<file path="src/design/pst_ram.sv">
// pst_ram: generic single-write, single-read RAM with registered read data.
// No dependencies.
`default_nettype none
module pst_ram #(
  parameter int WIDTH = 48,
  parameter int DEPTH = 32
) (
  input  wire logic                     clk,
  input  wire logic                     we,
  input  wire logic [$clog2(DEPTH)-1:0] waddr,
  input  wire logic [WIDTH-1:0]         wdata,
  input  wire logic                     re,
  input  wire logic [$clog2(DEPTH)-1:0] raddr,
  output logic      [WIDTH-1:0]         rdata
);
  logic [WIDTH-1:0] mem [DEPTH];

  always_ff @(posedge clk) begin
    if (we) begin
      mem[waddr] <= wdata;
    end
    if (re) begin
      rdata <= mem[raddr];
    end
  end
endmodule
`default_nettype wire

</file>
<file path="config.mk">
export PLATFORM = sky130hd
export DESIGN_NAME = pst_ram
export DESIGN_NICKNAME = d
export VERILOG_FILES = /design/src/design/pst_ram.sv
export SDC_FILE = /design/constraint.sdc
export NUM_CORES = 1
export LEC_CHECK = 0
export ABC_CLOCK_PERIOD_IN_PS = 6980
export BUFFER_PORTS_ARGS = -buffer_cell sky130_fd_sc_hd__buf_4
export CORE_UTILIZATION = 23
export CTS_BUF_LIST = sky130_fd_sc_hd__clkbuf_8
export CTS_CLUSTER_SIZE = 30
export DETAILED_ROUTE_END_ITERATION = 12
export PLACE_DENSITY_LB_ADDON = 0.1
export SLEW_MARGIN = 25
export SYNTH_ARGS = -nofsm -noshare
export SYNTH_HDL_FRONTEND = slang
export SYNTH_SLANG_ARGS = --single-unit
</file>
<file path="constraint.sdc">
create_clock -name clk -period 6.98 [get_ports clk]
set_clock_uncertainty 0.05 [all_clocks]
set_input_delay 1.047 -clock clk [delete_from_list [all_inputs] [get_ports clk]]
set_output_delay 1.047 -clock clk [all_outputs]
set_load 0.05 [all_outputs]
</file>
==> PnR_summary.wiki <==
{| class="wikitable"
! Metric !! Value
|-
| Setup slack of the most critical reg-to-reg path || 5.33 ns
|-
| TritonCTS Buffers || 309
|-
| Number of hold-repair buffers added at the cts stage || 0
|-
| Layout cells sized above 1 || 15.2%
|-
| Cell types with the highest counts after synthesis || sky130_fd_sc_hd__edfxtp_1 (1584), sky130_fd_sc_hd__mux2i_1 (768), sky130_fd_sc_hd__nand2_1 (146), sky130_fd_sc_hd__nand3_1 (146)
|-
| CTS Sinks || 1584
|-
| Tightest Hold Check Type || in -> reg
|-
| Required @ worst endpoint || 7.49 ns
|-
| Least-Margin Pin Slew || 1.04 ns
|-
| Chip width || 518 um
|-
| Synth top area share || 77.7%
|-
| Post-Syn Area per Cell || 18.2 um^2
|-
| Ys async rst share || 0%
|-
| Number of nets with antenna violations after detailed routing || 0
|-
| Worst flop-to-flop path startpoint || mem[7][21]
|-
| Via Count || 31700
|-
| Sequential cell area || 0.0476 mm^2
|-
| Effective utilization at floorplan || 23.1%
|-
| Hold Startpoint || wdata[44]
|-
| Maximum number of pins on one net before global-route repair || 99
|-
| Buffers from clock root to sink, at most || 4
|-
| Setup TNS Final || 0 ns
|-
| Nets@finish || 3758
|-
| Worst slew margin || 30.9%
|-
| Reg2Reg Depth || 5
|-
| Number of flops mapped to enable cells by yosys || 1584
|-
| Main area contributors after synthesis || sky130_fd_sc_hd__edfxtp_1 (78%), sky130_fd_sc_hd__mux2i_1 (13%), sky130_fd_sc_hd__a22oi_1 (1.8%), sky130_fd_sc_hd__a22o_1 (1.4%), sky130_fd_sc_hd__nand3_1 (1.2%)
|-
| Last weighted congestion value of the routability-driven placer || 0.680
|-
| Hold violation count in the final report || 0
|-
| Cells on Worst Hold Path || 1
|-
| Clock-pin slew on the worst setup and hold paths || 0.06 ns
|-
| Total of fill cells in the finished design || 26900
|-
| Synthesized instance count || 3364
|-
| Latest clock arrival within the worst-skew pair || 1.02 ns
|-
| Area enclosed by the die boundary || 0.268 mm^2
|-
| Maximum Capacitance Violations || 0
|-
| Sequential share of the synthesized area || 77.7%
|-
| CTS root buffer || sky130_fd_sc_hd__clkbuf_8
|-
| CTS tree || built
|-
| Signed area change from the synthesized netlist to the final layout || 17.1%
|-
| DIE HEIGHT || 518 um
|-
| Max frequency || 0.315 GHz
|-
| Most instantiated library cell after synthesis || sky130_fd_sc_hd__edfxtp_1
|-
| Number of warnings reported in the yosys synthesis log || 0
|-
| Final Util || 27.1%
|-
| Global-route wire length before repair || 272000 um
|-
| Cell type contributing the most total cell area after synthesis || sky130_fd_sc_hd__edfxtp_1
|-
| Status || finished clean
|-
| Mean routed wirelength per cell || 26.3 um
|-
| Number of buffer cells added on primary ports || 108
|-
| Syn Nets || 3425
|-
| Cell variety after synth || 25
|-
| CP Class || in -> reg
|-
| Worst setup path start || waddr[0]
|-
| Final number of setup-violating endpoints || 0
|-
| Post-cts sizing count || 0
|-
| Clock period minus final worst setup slack || 3.17 ns
|-
| Synth Register Bits || 1584
|-
| Total number of H-tree levels || 5
|-
| Top-Level Pins || 109
|-
| Worst endpoint data arrival time || 3.68 ns
|-
| Iteration-0 DRC Markers || 1573
|-
| Worst-path fanout max || 27
|-
| Unrepaired setup endpoints after global routing || false
|-
| PD cells || 278 mW/mm^2
|-
| Global Route Usage Sum || 14.3%
|-
| P_leak || 24.6 nW
|-
| Netlist area before placement || 0.0612 mm^2
|-
| Initial antenna violation count || 8
|-
| Vias/cell || 4.26
|-
| Final period utilization || 45.5%
|-
| Final WL || 195000 um
|-
| Type of origin of the critical path || input pin
|-
| Core footprint || 0.265 mm^2
|-
| Max Slew Vio Count || 0
|-
| Total congestion overflow after global routing || 0
|-
| Worst VDD drop || 176 uV
|-
| DRC violations left || 0
|-
| Kind of end point of the critical path || flip-flop
|-
| Total number of placement rows || 189
|-
| First drt pass iteration count || 5
|-
| Vias in the first global route || 33300
|-
| Post-synth top flop || sky130_fd_sc_hd__edfxtp_1
|-
| Footprint of the multi-input gates || 0.0127 mm^2
|-
| Detailed Place HPWL || 108000 um
|-
| Setup Buffers After CTS || 0
|}
-- critical path, cell delays in order --
cell	delay, ns
sky130_fd_sc_hd__buf_4	0.13
sky130_fd_sc_hd__nand3b_1	0.74
sky130_fd_sc_hd__nor2_4	1.03
sky130_fd_sc_hd__buf_4	0.65
-- through the flow --
stage                     cell area, um^2  std cells  power, W  setup WS, ns  hold WS (ns)
after floorplan                     61200       3364    0.0115          2.75         0.580
after global placement              66400       6914    0.0121          2.78         0.610
after detailed placement            66500       6918    0.0121          2.74         0.611
after CTS                           71700       7422    0.0203          3.81         0.262
after global routing                71700       7427    0.0207          3.81         0.299
final                               71700       7428    0.0199          3.81         0.397
-- final cells by class --
| cell class | count | share of cell area, % |
|---|---|---|
| well taps | 3533 | 6.17 |
| multi-input cells | 1589 | 17.7 |
| flip-flops and latches | 1584 | 66.4 |
| clock inverters | 187 | 1.06 |
| clock buffers | 317 | 6.09 |
| diodes | 5 | 0.0175 |
| repair buffers | 213 | 2.64 |
-- worst paths after layout --
path,end
max,mem[26][27]
min,mem[8][44]
max reg2reg,rdata[21]
min reg2reg,rdata[2]
-- per-layer routing --
layer	wire length, um	part of all wire, %	global-route usage [%]	vias up
met4	4100	2.1	3.73	6
met1	88100	45	18.5	16700
li1	-	-	-	14100
met2	97000	50	24.5	544
met5	34	0.017	0	-
met3	6100	3.1	2.53	307
-- cell usage in the layout (no fill, tap or decap), types with 2 or more instances in the layout --
master / netlist / layout
sky130_fd_sc_hd__diode_2: 0 / 5
sky130_fd_sc_hd__nand3b_1: 5 / 5
sky130_fd_sc_hd__inv_1: 0 / 107
sky130_fd_sc_hd__buf_12: 0 / 21
sky130_fd_sc_hd__clkbuf_8: 0 / 317
sky130_fd_sc_hd__nor3_1: 48 / 48
sky130_fd_sc_hd__a31oi_1: 48 / 48
sky130_fd_sc_hd__nand3_1: 146 / 146
sky130_fd_sc_hd__a21oi_1: 144 / 144
sky130_fd_sc_hd__a22oi_1: 144 / 144
sky130_fd_sc_hd__mux2i_1: 768 / 768
sky130_fd_sc_hd__clkinv_2: 0 / 13
sky130_fd_sc_hd__nand2b_4: 0 / 2
sky130_fd_sc_hd__or3b_2: 3 / 3
sky130_fd_sc_hd__buf_4: 38 / 189
sky130_fd_sc_hd__a22o_1: 96 / 96
sky130_fd_sc_hd__edfxtp_1: 1584 / 1584
sky130_fd_sc_hd__nor2_4: 0 / 33
sky130_fd_sc_hd__clkinv_1: 0 / 63
sky130_fd_sc_hd__inv_6: 0 / 2
sky130_fd_sc_hd__nand2_1: 146 / 145
-- registers in the layout, indices dropped and copies added (netlist names) --
name   count
mem     1536
rdata     48
-- kinds of logic after synthesis --
| kind of cell | Yosys count | synth area share (%) |
|---|---|---|
| flops | 1584 | 77.7 |
| mux | 768 | 12.6 |
| compound gates | 432 | 4.81 |
| simple gates | 389 | 2.87 |
| buf+inv | 191 | 2.05 |
-- power by group --
part,internal [W],switching [W]
sequential,0.0106,0.0000485
combinational,0.000337,0.000808
clock,0.00419,0.00391
total,0.0151,0.00477
Power figures use the tool's default switching activity.
