`src/design/pst_pkg.sv`:
```
// pst_pkg: shared types and codes for the processor-sharing task table.
// No dependencies.
`default_nettype none
package pst_pkg;

  localparam logic [2:0] KIND_DONE   = 3'd0;
  localparam logic [2:0] KIND_SCHED  = 3'd1;
  localparam logic [2:0] KIND_EMPTY  = 3'd2;
  localparam logic [2:0] KIND_NOHEAD = 3'd3;
  localparam logic [2:0] KIND_FULL   = 3'd4;

  localparam logic [1:0] CFG_BANDWIDTH = 2'd0;
  localparam logic [1:0] CFG_SLOTS     = 2'd1;

  typedef struct packed {
    logic [31:0] work;
    logic [15:0] tag;
  } entry_t;

  typedef struct packed {
    logic        start;
    logic [63:0] num;
    logic [31:0] den;
  } div_req_t;

  typedef struct packed {
    logic        done;
    logic [63:0] quot;
  } div_rsp_t;

endpackage
`default_nettype wire

```
`src/design/pst_div.sv`:
```
// pst_div: 64 by 32 bit restoring divider, one quotient bit per cycle.
// Depends on pst_pkg.
`default_nettype none
module pst_div (
  input  wire logic              clk,
  input  wire logic              rst,
  input  wire pst_pkg::div_req_t req,
  output pst_pkg::div_rsp_t      rsp
);
  import pst_pkg::*;

  logic [63:0] quot;
  logic [32:0] rem;
  logic [31:0] den;
  logic [6:0]  cnt;
  logic        busy;
  logic        done;
  logic [32:0] trial;

  assign trial = {rem[31:0], quot[63]};

  always_ff @(posedge clk) begin
    if (rst) begin
      busy <= 1'b0;
      done <= 1'b0;
    end else begin
      done <= 1'b0;
      if (req.start) begin
        quot <= req.num;
        den  <= req.den;
        rem  <= '0;
        cnt  <= 7'd64;
        busy <= 1'b1;
      end else if (busy) begin
        if (trial >= {1'b0, den}) begin
          rem  <= trial - {1'b0, den};
          quot <= {quot[62:0], 1'b1};
        end else begin
          rem  <= trial;
          quot <= {quot[62:0], 1'b0};
        end
        cnt <= cnt - 7'd1;
        if (cnt == 7'd1) begin
          busy <= 1'b0;
          done <= 1'b1;
        end
      end
    end
  end

  assign rsp.done = done;
  assign rsp.quot = quot;
endmodule
`default_nettype wire

```
`config.mk`:
```
export PLATFORM = sky130hd
export DESIGN_NAME = pst_div
export DESIGN_NICKNAME = d
export VERILOG_FILES = /design/src/design/pst_pkg.sv /design/src/design/pst_div.sv
export SDC_FILE = /design/constraint.sdc
export NUM_CORES = 1
export LEC_CHECK = 0
export ABC_AREA = 0
export BUFFER_PORTS_ARGS = -buffer_cell sky130_fd_sc_hd__buf_4
export CORE_MARGIN = 5
export CORE_UTILIZATION = 34
export CTS_BUF_LIST = sky130_fd_sc_hd__clkbuf_16
export CTS_CLUSTER_DIAMETER = 80
export DETAILED_ROUTE_END_ITERATION = 8
export PLACE_DENSITY = 0.58
export SLEW_MARGIN = 40
export SYNTH_ARGS = -nofsm -noshare
export SYNTH_HDL_FRONTEND = slang
export SYNTH_SLANG_ARGS = --single-unit
```
`constraint.sdc`:
```
create_clock -name clk -period 10.43 [get_ports clk]
set_input_delay 1.5645 -clock clk [delete_from_list [all_inputs] [get_ports clk]]
set_output_delay 1.5645 -clock clk [all_outputs]
set_load 0.01 [all_outputs]
```
==> flow_summary.json, run 1 <==
{
  "synth_edf_count": 135,
  "worstHoldPathCells": 1,
  "nets": 913,
  "ant_nets": 0,
  "worst_slew_pin_slew_ns": 0.712,
  "hold_violations": 0,
  "grt_max_degree": 75,
  "synth_flop_cell": "edfxtp_1",
  "critPathLaunchType": "register",
  "max_freq_mhz": 278,
  "cts_tree": "yes",
  "fin_skew_ns": 0.0158,
  "wl_per_cell_um": 17.4,
  "first_pass_iters": 4,
  "vias": 5291,
  "fillers": 2075,
  "cts.path.max_buffers": 2,
  "ys.warnings.count": 0,
  "fin_crit_ns": 3.59,
  "grt_pass1_wl_um": 30200,
  "max_stage_delay_ns": 0.46,
  "endpoint_kind": "register",
  "worstReg2RegStart": "rem[15]",
  "clock-sinks": 137,
  "n_antenna_cell": 0,
  "die-width_um": 159,
  "gp_congestion": 0.865,
  "power.density_nw_per_um2": 170,
  "core_area_um2": 21900,
  "regArea_um2": 4090,
  "initial_core_util_pct": 34.6,
  "cp-startpoint": "rem[15]",
  "syn_inst": 617,
  "synth_nets": 751,
  "grt_overflow": 0,
  "synthSimpleGateAreaFrac_pct": 8.72,
  "antenna_found_initial": 0,
  "ys_ff_latch": 137,
  "yosys.area_share.xor_xnor_pct": 3.01,
  "dp_hpwl_um": 13800,
  "p_leak_uw": 0.00402,
  "maxCapViolations": 0,
  "cts_made_buffers": 17,
  "cts_resized": 0,
  "drive_gt1_share_pct": 35.5,
  "critical-path-top-delay-family": "compound AO/OA/AOI/OAI gates",
  "drc": 0,
  "synth_seq_area_share_pct": 54.0,
  "slew_violations": 0,
  "clkLatencyLatePin_ns": 0.43,
  "hp-start": "busy",
  "clkTransAtPathRegs_ns": 0.06,
  "crit_chain": "ha_1 > nand2_1 > o211ai_1 > a41oi_1 > or3_1 > o21ai_2 > a41o_1 > buf_4 > mux2i_1 > o2bb2ai_1",
  "min-delay-path-class": "register to register",
  "cts_post_setup_buffers_inserted": 0,
  "rsz0062_at_grt": "no",
  "dieHeight_um": 159,
  "cp_max_fo": 26,
  "cts_hold_buf": 0,
  "rows": 54,
  "holdWs_ns": 0.552,
  "path_depth": 10,
  "ioPinCount": 164,
  "portBuffers": 163,
  "synth_top_family_by_area": "multiplexers",
  "crit_required_ns": 10.58,
  "dr.first_iter.drc_count": 251,
  "area_growth_pct": 27.5,
  "period_share_pct": 34.5,
  "syn-cell-area_um2": 7580,
  "critPathKind": "register to register",
  "multiInputGateArea_um2": 3160,
  "pre_cts_slack_ns": 6.82,
  "setup-tns-final_ns": 0,
  "yosys.cell_types.count": 65,
  "synthAdderAreaFrac_pct": 5.88,
  "final_cell_mix": "164 x buf_4, 135 x edfxtp_1, 63 x mux2_2",
  "syn_avg_cell_area_um2": 12.3,
  "peakVddDrop_v": 0.000110,
  "ctsHtreeMaxLevel": 4,
  "ff2ff_path_depth": 10,
  "max_slew_margin_pct": 52.5,
  "setup_ws_ns": 6.84,
  "crit_buf_inv": 1,
  "synth_mux_area_share_pct": 12.9,
  "final_common_cell": "buf_4",
  "final-setup-viol-count": 0,
  "synth_compound_area_share_pct": 11.1,
  "critPathSlowestCell": "ha_1",
  "outcome": "finished clean",
  "dieArea_um2": 25400,
  "grt_pass1_vias": 5613,
  "grt_use_total_pct": 14.8,
  "root_buffer": "clkbuf_16",
  "cp.arrival_ns": 3.75,
  "drt_wl_total_um": 18600,
  "synthArstFlopShare_pct": 0,
  "viasPerCell": 4.94
}
state kept, by name (all words and copies together) (netlist names):
name,cells
rem,32
den,32
busy,1
cnt,7
done,1
quot,64
cell families (layout without fill, tap and decap cells):
group           count (synthesis)  count (layout)
compound gates                117             117
mux                            89              89
fa+ha+maj                      35              35
buf+inv                        72             247
simple gates                  141             141
xor+xnor                       26              26
flops                         137             137
worst reg2reg max path, cell delays in order, from the launching register on:
cell       delay, ns
edfxtp_1        0.39
ha_1            0.46
nand2_1         0.11
o211ai_1        0.26
a41oi_1         0.20
or3_1           0.45
o21ai_2         0.23
a41o_1          0.44
buf_4           0.47
mux2i_1         0.25
o2bb2ai_1       0.08
metal layers:
layer	vias to the layer above	share of wire (%)	track usage, %	routed length, um
li1	2606	-	-	-
met1	2502	43	17.8	7920
met2	170	45	23.3	8450
met3	13	11	7.95	2070
met4	0	0.94	3.72	175
met5	-	0	0	0
final cells by class:
cell class | instances | share of cell area [%]
clock buffer | 17 | 4.40
inverter | 47 | 1.83
tap | 280 | 3.63
timing repair buffer | 168 | 13.5
multi-input combinational | 408 | 32.7
clock inverter | 15 | 1.49
sequential | 137 | 42.4
worst paths after layout:
kind / endpoint / slack, ns
worst max-delay path: rem[27] / 6.84
worst min-delay path: done / 0.55
worst max register to register: rem[27] / 6.84
worst min register to register: done / 0.55
metrics by stage:
| stage | cell area [um2] | utilization, % | std cells | total power (uW) |
|---|---|---|---|---|
| floorplan | 7580 | - | 617 | 956 |
| global placement | 9030 | 41.2 | 1038 | 1060 |
| detailed placement | 9090 | 41.5 | 1040 | 1070 |
| CTS | 9660 | 44.1 | 1072 | 1660 |
| global route | 9660 | 44.1 | 1072 | 1730 |
| finish | 9660 | 44.1 | 1072 | 1640 |
synthesized netlist by cell type, types with 2 or more instances:
master      n  area [um2]
ha_1       34         425
nor2_1     61         229
a21o_1      9        67.6
o21bai_1    4        30.0
a211oi_1    3        22.5
nor2b_1     4        25.0
edfxtp_1  135        4050
xnor2_1    16         140
nor3_1      9        45.0
o211a_1     2        20.0
inv_1      47         176
o21a_1      6        45.0
o31a_1      2        17.5
a211oi_4    2        40.0
buf_1       3        11.3
o31ai_1     5        37.5
o211ai_1    2        15.0
nand2_1    28         105
nand4_1     6        37.5
or3_1       3        18.8
buf_4       3        22.5
a41oi_1     2        17.5
nand3_1     9        45.0
and3_1      6        37.5
a31o_2      3        26.3
xor2_1     10        87.6
a21oi_1    41         205
o21ai_0    18        90.1
a221o_1     2        20.0
buf_6       7        78.8
dfxtp_1     2        40.0
a311oi_1    2        17.5
nand2b_1    2        12.5
or3b_1      2        17.5
clkbuf_1   11        41.3
mux2i_1    25         250
mux2_2     63         709
where the power goes:
group | internal, uW | switching [uW]
Clock | 333 | 256
Sequential | 662 | 22.1
Combinational | 174 | 196
Power figures use the tool's default switching activity.
==> run 2, diff against run 1 <==
Settings changed: ABC_AREA 0 to 1, PLACE_DENSITY 0.58 to 0.57.
Clock period 10.43 ns to 3.4 ns, I/O delays scaled along.
==> run 2 against run 1 <==
Synthesized cell count rose by 85%; register-to-register slack got worse by 6.0 ns; clock-buffer cell count is the same; core utilization shrank 0.93 points; via count grew 39%; design area up 13%; critical endpoint is now rem[8]; highest routed layer is now met5.
==> flow_summary.json, run 2 <==
{
  "initial_core_util_pct": 34.6,
  "synthTopCellsByCount": "494 x nand2_1, 191 x inv_1, 135 x edfxtp_1",
  "pwr-share-comb_pct": 24.2,
  "yosysTopAreaCell": "edfxtp_1",
  "p_leak_uw": 0.00559,
  "hold_violations": 0,
  "max_freq_mhz": 389,
  "rows": 58,
  "cts_post_setup_buffers_inserted": 0,
  "synth_seq_area_share_pct": 47.0,
  "syn_avg_cell_area_um2": 7.64,
  "fin_crit_ns": 2.57,
  "dp_cells": 1613,
  "yosys.cell_types.count": 40,
  "p_int_uw": 3540,
  "clock-sinks": 137,
  "clkTransAtPathRegs_ns": 0.07,
  "grt_overflow": 0,
  "ys_top_cells_by_area": "edfxtp_1 47%, nand2_1 21%, inv_1 8.2%",
  "grt_pass1_vias": 7634,
  "clkLatencyLatePin_ns": 0.43,
  "critPathKind": "register to register",
  "cts_hold_buf": 0,
  "grt_pass1_wl_um": 38600,
  "final_cell_mix": "494 x nand2_1, 192 x inv_1, 167 x buf_4",
  "ys_ff_latch": 137,
  "worstReg2RegEnd": "rem[8]",
  "critPathLaunchType": "register",
  "antenna_found_initial": 1,
  "cp-startpoint": "rem[18]",
  "largest_reg_flops": 64,
  "stdcell_count": 1645,
  "n_antenna_cell": 0,
  "drt_wl_total_um": 23600,
  "synthArstFlopShare_pct": 0,
  "syn-cell-area_um2": 8700,
  "fin_skew_ns": 0.0122,
  "period_share_pct": 75.6,
  "worst_slew_pin_slew_ns": 0.749,
  "viasPerCell": 4.46,
  "synth_edf_count": 135,
  "cp_max_fo": 17,
  "cts.path.max_buffers": 2,
  "dieHeight_um": 170,
  "final_common_cell": "nand2_1",
  "cts_tree": "yes",
  "dr.first_iter.drc_count": 428,
  "endpoint_kind": "register",
  "cts_made_buffers": 17,
  "hp-start": "req[24]",
  "synth_nets": 1273,
  "nets": 1436,
  "synth_top_cell_area_share_pct": 46.6,
  "drive_gt1_share_pct": 19.7,
  "dp_hpwl_um": 17900,
  "final-setup-viol-count": 0,
  "p_switching_uw": 1680,
  "die-width_um": 170,
  "crit_required_ns": 3.58,
  "ant_nets": 0,
  "area_growth_pct": 25.0,
  "grt_max_degree": 96,
  "min-delay-path-class": "primary input to register",
  "power.density_nw_per_um2": 480,
  "rsz0062_at_grt": "no",
  "max_slew_margin_pct": 50.1,
  "root_buffer": "clkbuf_16",
  "wl_per_cell_um": 14.4,
  "peakVddDrop_v": 0.000276,
  "setup-tns-final_ns": 0,
  "cp.arrival_ns": 2.75,
  "yosys.cell_count.top_type": "nand2_1",
  "portBuffers": 163,
  "reg2reg_slack_ns": 0.83,
  "synth_flop_cell": "edfxtp_1",
  "slew_violations": 0,
  "vias": 7341,
  "first_pass_iters": 6,
  "regMostFlops": "quot",
  "cts_resized": 0,
  "netSwitchingFraction_pct": 32.2,
  "ctsHtreeMaxLevel": 4,
  "worstReg2RegStart": "rem[18]",
  "grt_use_total_pct": 16.8,
  "ff2ff_path_depth": 14,
  "power_frac_seq_pct": 40.0,
  "reg_top3": "quot: 64 flops, den: 32 flops, rem: 32 flops",
  "outcome": "finished clean",
  "drc": 0,
  "gp_congestion": 0.928,
  "holdWs_ns": 0.250,
  "clkPwrFrac_pct": 35.8,
  "ioPinCount": 164,
  "cp-endpoint": "rem[8]",
  "ys.warnings.count": 0,
  "dieArea_um2": 28900,
  "core_area_um2": 25200,
  "syn_inst": 1139,
  "maxCapViolations": 0
}
[run 2: metrics by stage]
step / instance area [um2] / setup slack (ns) / util, % / total power [uW]
final: 10900 / 0.829 / 43.2 / 5220
after global routing: 10900 / 0.634 / 43.2 / 5550
after CTS: 10900 / 0.823 / 43.2 / 5300
after detailed placement: 10300 / 0.856 / 40.9 / 3400
after global placement: 10300 / 0.859 / 40.9 / 3390
after floorplan: 8710 / 0.0950 / - / 2980
[run 2: critical path, stage by stage (launching register included)]
cell and delay, ns:
edfxtp_1 0.40, ha_1 0.40, nand2_2 0.16, inv_2 0.05, nand2_1 0.06, nand2_1 0.06, nand2_1 0.06, nand2_1 0.07
nand2_2 0.10, nand3_4 0.09, nor2_8 0.34, buf_4 0.31, nand3_2 0.08, nand2_1 0.07, nor2_1 0.06
[run 2: worst min path at each step]
stage                to  depth (start not counted)  slack, ns
5_1_grt         den[23]                          1       0.23
3_3_place_gp   quot[52]                          2       0.52
4_1_cts         den[24]                          1       0.23
3_5_place_dp   quot[55]                          2       0.53
6_report        den[24]                          1       0.25
2_1_floorplan      done                          2       0.48
[run 2: final cells by class]
class / instances / area, um2
Clock inverter: 15 / 159
Clock buffer: 17 / 425
Tap cell: 330 / 413
Fill cell: 2584 / 14300
Sequential cell: 137 / 4090
Inverter: 200 / 752
Timing Repair Buffer: 170 / 1310
Multi-Input combinational cell: 776 / 3730
[run 2: cells by family (layout without fill, tap and decap cells)]
group,after synthesis,count (layout),share of synthesized area (%)
flip-flops,137,137,47.0
adder cells (fa/ha/maj),35,35,5.12
buffers and inverters,226,402,10.3
XOR/XNOR,16,16,1.61
AO/OA/AOI/OAI,27,27,1.64
AND/OR/NAND/NOR,698,698,34.3
[run 2: metal layers]
metal | global-route usage (%) | wire length, um
met2 | 27.0 | 10600
met1 | 21.2 | 10500
met4 | 4.90 | 333
met3 | 6.50 | 2180
met5 | 0 | 9
[run 2: power by group through the flow]
stage          clock network [uW]  logic, uW  registers, uW
5_1_grt                      2000       1450           2110
3_3_place_gp                    0       1270           2130
3_5_place_dp                    0       1270           2130
2_1_floorplan                   0        844           2140
6_report                     1870       1260           2090
4_1_cts                      1930       1280           2090
